### src/hdl/tpeg_pkg.sv
// Shared constants and types for the tanh pipeline.
package tpeg_pkg;

  // Signed Q23.40 working value
  typedef logic signed [63:0] q_t;

  localparam int ITERATIONS = 20;
  localparam int GS_ROUNDS  = ITERATIONS - 1;

  localparam int  FRAC_BITS = 40;
  localparam q_t  Q_ONE     = q_t'(64'sd1 <<< FRAC_BITS);
  localparam q_t  Q_TWO     = q_t'(64'sd2 <<< FRAC_BITS);

  // Input clamp, Q3.24
  localparam logic signed [27:0] X_LIM = 28'sd100663296;

  // Output bound, Q1.30
  localparam logic [63:0] OUT_MAX = 64'd1073741824;

  // Constant divider
  localparam int          DIV_D      = 100000;
  localparam int          ROUND_HALF = DIV_D - DIV_D / 2;
  localparam int          REM_W      = 17;
  localparam int          DIV_BITS   = 4;
  localparam int          DIV_STAGES = 64 / DIV_BITS;

  // Polynomial coefficients, w^7 down to w^0, Q40
  localparam q_t POLY [0:7] = '{
    64'sd220058028,
    64'sd1540787552,
    64'sd9162192427,
    64'sd45810842975,
    64'sd183251970698,
    64'sd549755921031,
    64'sd1099511627032,
    64'sd1099511626939
  };

endpackage

### src/hdl/tpeg_rdiv.sv
// Pipelined divide by 100000, four quotient bits per stage, rounded half away from zero.
module tpeg_rdiv (
  input  logic          clk,
  input  logic          rst,
  input  logic          en,
  input  logic          in_vld,
  input  tpeg_pkg::q_t  v,
  output logic          out_vld,
  output tpeg_pkg::q_t  y
);
  import tpeg_pkg::*;

  logic             vld_s [0:DIV_STAGES];
  logic             neg_s [0:DIV_STAGES];
  logic [63:0]      sh_s  [0:DIV_STAGES];
  logic [REM_W-1:0] rem_s [0:DIV_STAGES];

  logic             vld0, neg0;
  logic [63:0]      mag0;
  logic [63:0]      qm;

  always_ff @(posedge clk) begin
    if (rst) vld0 <= 1'b0;
    else if (en) vld0 <= in_vld;
  end

  always_ff @(posedge clk) begin
    if (en) begin
      mag0 <= v[63] ? 64'(-v) : 64'(v);
      neg0 <= v[63];
    end
  end

  assign vld_s[0] = vld0;
  assign neg_s[0] = neg0;
  assign sh_s[0]  = mag0;
  assign rem_s[0] = '0;

  // restoring division stages
  for (genvar g = 0; g < DIV_STAGES; g++) begin : g_stage
    logic             vld_r, neg_r;
    logic [63:0]      sh_r, sh_c;
    logic [REM_W-1:0] rem_r, rem_c;

    always_comb begin
      logic [REM_W:0] t;
      sh_c  = sh_s[g];
      rem_c = rem_s[g];
      for (int k = 0; k < DIV_BITS; k++) begin
        t = {rem_c, sh_c[63]};
        if (t >= (REM_W + 1)'(DIV_D)) begin
          rem_c = REM_W'(t - (REM_W + 1)'(DIV_D));
          sh_c  = {sh_c[62:0], 1'b1};
        end else begin
          rem_c = t[REM_W-1:0];
          sh_c  = {sh_c[62:0], 1'b0};
        end
      end
    end

    always_ff @(posedge clk) begin
      if (rst) vld_r <= 1'b0;
      else if (en) vld_r <= vld_s[g];
    end

    always_ff @(posedge clk) begin
      if (en) begin
        neg_r <= neg_s[g];
        sh_r  <= sh_c;
        rem_r <= rem_c;
      end
    end

    assign vld_s[g+1] = vld_r;
    assign neg_s[g+1] = neg_r;
    assign sh_s[g+1]  = sh_r;
    assign rem_s[g+1] = rem_r;
  end

  // round and restore the sign
  assign qm = sh_s[DIV_STAGES] +
              64'(rem_s[DIV_STAGES] >= REM_W'(ROUND_HALF));

  always_ff @(posedge clk) begin
    if (rst) out_vld <= 1'b0;
    else if (en) out_vld <= vld_s[DIV_STAGES];
  end

  always_ff @(posedge clk) begin
    if (en) y <= neg_s[DIV_STAGES] ? q_t'(-qm) : q_t'(qm);
  end

endmodule
### config.mk
export PLATFORM = sky130hd
export DESIGN_NAME = tpeg_rdiv
export DESIGN_NICKNAME = d
export VERILOG_FILES = /design/src/hdl/tpeg_pkg.sv /design/src/hdl/tpeg_rdiv.sv
export SDC_FILE = /design/constraint.sdc
export NUM_CORES = 2
export LEC_CHECK = 0
export CAP_MARGIN = 20
export CORE_ASPECT_RATIO = 1.75
export CORE_MARGIN = 3
export CORE_UTILIZATION = 45
export DETAILED_ROUTE_END_ITERATION = 8
export DONT_BUFFER_PORTS = 1
export GPL_ROUTABILITY_DRIVEN = 0
export PLACE_DENSITY = 0.63
export SYNTH_ARGS = -nofsm -noshare
export SYNTH_HDL_FRONTEND = slang
export SYNTH_SLANG_ARGS = --single-unit
### constraint.sdc
create_clock -name clk -period 17.7 [get_ports clk]
set_clock_uncertainty 0.1 [all_clocks]
set_input_delay 0.885 -clock clk [delete_from_list [all_inputs] [get_ports clk]]
set_output_delay 0.885 -clock clk [all_outputs]
set_load 0.01 [all_outputs]
==> run_results.csv <==
group,metric,value,unit
yosys,yosysTopAreaCellShare,0.586,
layout,fin_area,64500,um2
sta,hold_violations,0,
global_routing,grt_max_degree,233,
critical_path,arrival,7.19,ns
floorplan,die_h,487,um
sta,fmax,146,MHz
layout,nets,5009,
global_routing,grt_pass1_vias,37500,
clocking,cts_resized,0,
critical_path,cp_slowest_cell,"nor4_1",
drt,vias,38400,
critical_path,critical_path_required,18.04,ns
drt,drt-total-wl,112000,um
job,cap_violations,0,
clocking,cts.sinks,1179,
sta,finalSetupTns,0,ns
placed_design,numPortBuffers,0,
global_routing,gr-total-overflow,0,
yosys,synth_nets,5058,
clocking,hold_buffers,0,
run_status,run_status,"completed",
yosys,ys_ff_latch,1179,
clocking,cts_buffer_depth,3,
yosys,ys_async_sr_fraction,0,
critical_path,cp_max_fo,11,
layout,area_delta_synth_final,8.48,%
yosys,syn_inst,4974,
clocking,cts-root-buf,"clkbuf_16",
critical_path,slowest_delay,0.71,ns
floorplan,initial_core_util,0.456,
critical_path,critical_path_class,"flop to flop",
global_routing,antenna_found_initial,1,
critical_path,start_kind,"flop",
drt,drtPass1Iterations,5,
sta,relSlewSlack,0.199,
yosys,synth_edf_count,1161,
drt,ant_nets,0,
sta,setup_violations,0,
min_path,hold_path_class,"input pin to flop",
sta,min_period,6.85,ns
floorplan,io_pins,133,
clocking,clk_latency,0.71,ns
min_path,min_path_cells,1,
placed_design,dpl.hpwl,78700,um
yosys,ys.flop_type,"edfxtp_1",
layout,final_layout_size_suffix_gt1_frac,0.0720,
layout,final_cell_mix,"edfxtp_1, xnor2_1, nor2_1, nand2_1, o21ai_0",
layout,final_util,0.494,
yosys,yosysWarnings,0,
clocking,clk_pin_slew,0.07,ns
layout,final_common_cell,"edfxtp_1",
placed_design,dp_cells,6497,
critical_path,r2r_cells,19,
floorplan,num_rows,175,
floorplan,core_area,131000,um2
yosys,synth_top_cell_by_area,"edfxtp_1",
yosys,synth_area_leaders,"edfxtp_1, xnor2_1, nor2_1, nand2_1, o21ai_0",
global_routing,grt_usage,0.162,
sta,drv_slew,0,
clocking,h-tree-depth,3,
drt,drc,0,
floorplan,floorplan.die.width,281,um
layout,instances_no_fill,6697,
clocking,cts_tree,"yes",
sta,rsz0062_at_grt,"false",
yosys,syn_area,59500,um2
drt,drt_iter0_drc,2358,
floorplan,die-area,137000,um2
yosys,syn_area_per_cell,12.0,um2
critical_path,cp_cell_sequence,"inv_1, ha_1, nor2b_1, o211ai_1, a21oi_1, o32ai_1, o31ai_4, a21oi_1, nor3_1, nor4_1, o311ai_0, a221oi_1, or3_1, nor4b_1, or3_1, nand2_1, a211o_2, maj3_2, xor2_1",
placed_design,post_dp_cell_area,61000,um2
drt,wl_per_cell,16.7,um
critical_path,cp-end-kind,"flop",
clocking,postCtsSetupBuffers,0,
yosys,synth-seq-area-share,0.592,
sta,post-route-period-util,0.387,
sta,worstMarginPinSlew,1.20,ns
drt,detail_route.vias_per_cell,5.73,
yosys,ys_types,141,
global_routing,grt_pass1_wl,184000,um
clocking,cts-buffers-inserted,105,
==> cell usage after synthesis (all sizes together), types with 19 or more instances <==
| master | n |
|---|---|
| mux2i | 100 |
| o41ai | 26 |
| o22ai | 19 |
| nor4 | 55 |
| o211a | 25 |
| a311oi | 22 |
| clkbuf | 127 |
| or4 | 32 |
| buf | 44 |
| a21o | 53 |
| nor2b | 35 |
| nand3 | 146 |
| xnor2 | 391 |
| a211o | 25 |
| and3 | 42 |
| a211oi | 55 |
| o211ai | 68 |
| o2111ai | 26 |
| a2111oi | 19 |
| maj3 | 21 |
| inv | 165 |
| nor3 | 122 |
| or3 | 63 |
| o31ai | 67 |
| a31oi | 53 |
| o21ai | 276 |
| and2 | 63 |
| a21boi | 27 |
| o21a | 58 |
| edfxtp | 1161 |
| a21oi | 228 |
| mux2 | 24 |
| nand2b | 52 |
| nor2 | 381 |
| nand2 | 371 |
| or2 | 35 |
| xor2 | 121 |
| nand4 | 53 |
==> area by class of cell <==
cell class                 count  area [um2]
multi-input combinational   3456       22900
antenna                        1        2.50
inverter                     168         653
clock inverter                80         779
fill                       11400       66000
clock buffer                 117        2670
tap                         1681        2100
sequential                  1179       35200
timing repair buffer          15         213
==> critical path: cells and delay by family (launching register included) <==
family / cells / cell delay [ns]
compound gates: 8 / 3.18
simple gates: 7 / 1.89
fa+ha+maj: 2 / 0.57
flops: 1 / 0.52
buf+inv: 1 / 0.15
xor+xnor: 1 / 0.14
==> stage by stage <==
stage          hold slack (ns)  worst slack (ns)
3_5_place_dp             0.305             10.91
3_3_place_gp             0.301             11.04
6_report                 0.152             10.85
2_1_floorplan            0.300             12.11
4_1_cts                 0.0723             10.89
5_1_grt                  0.102             10.26
==> logic make-up (layout without fill, tap and decap cells) <==
logic type,Yosys count,after routing,share of synthesized area
flip-flops,1179,1179,0.592
AND/OR/NAND/NOR,1529,1529,0.130
multiplexers,124,124,0.0217
XOR/XNOR,512,512,0.0757
buffers and inverters,339,380,0.0233
adder cells (fa/ha/maj),37,37,0.00696
other,0,1,0
AO/OA/AOI/OAI,1254,1254,0.150
==> sequential cells by signal, indices dropped and copies added (netlist names) <==
name / flops
g_stage.neg_r: 16
neg0: 1
vld0: 1
y: 64
g_stage.rem_r: 240
out_vld: 1
g_stage.sh_r: 777
g_stage.vld_r: 16
mag0: 63
==> path summary, 6_finish.rpt <==
| check | start | end | slack (ns) |
|---|---|---|---|
| max | g_stage[11].rem_r[4] | g_stage[12].rem_r[13] | 10.85 |
| max reg2reg | g_stage[11].rem_r[4] | g_stage[12].rem_r[13] | 10.85 |
| min reg2reg | g_stage[10].sh_r[59] | g_stage[11].sh_r[63] | 0.29 |
| min | rst | g_stage[15].vld_r | 0.15 |
==> layer usage <==
metal / GRT usage / routed length, um / share of wire
met5: 0 / 0 / 0
met4: 0.0733 / 4150 / 0.037
met3: 0.0198 / 3690 / 0.033
met2: 0.311 / 61100 / 0.55
met1: 0.175 / 43000 / 0.38
Power is left out: the tool's default activity adds up to more than one toggle a clock period on the data nets, which glitch-free logic cannot reach.
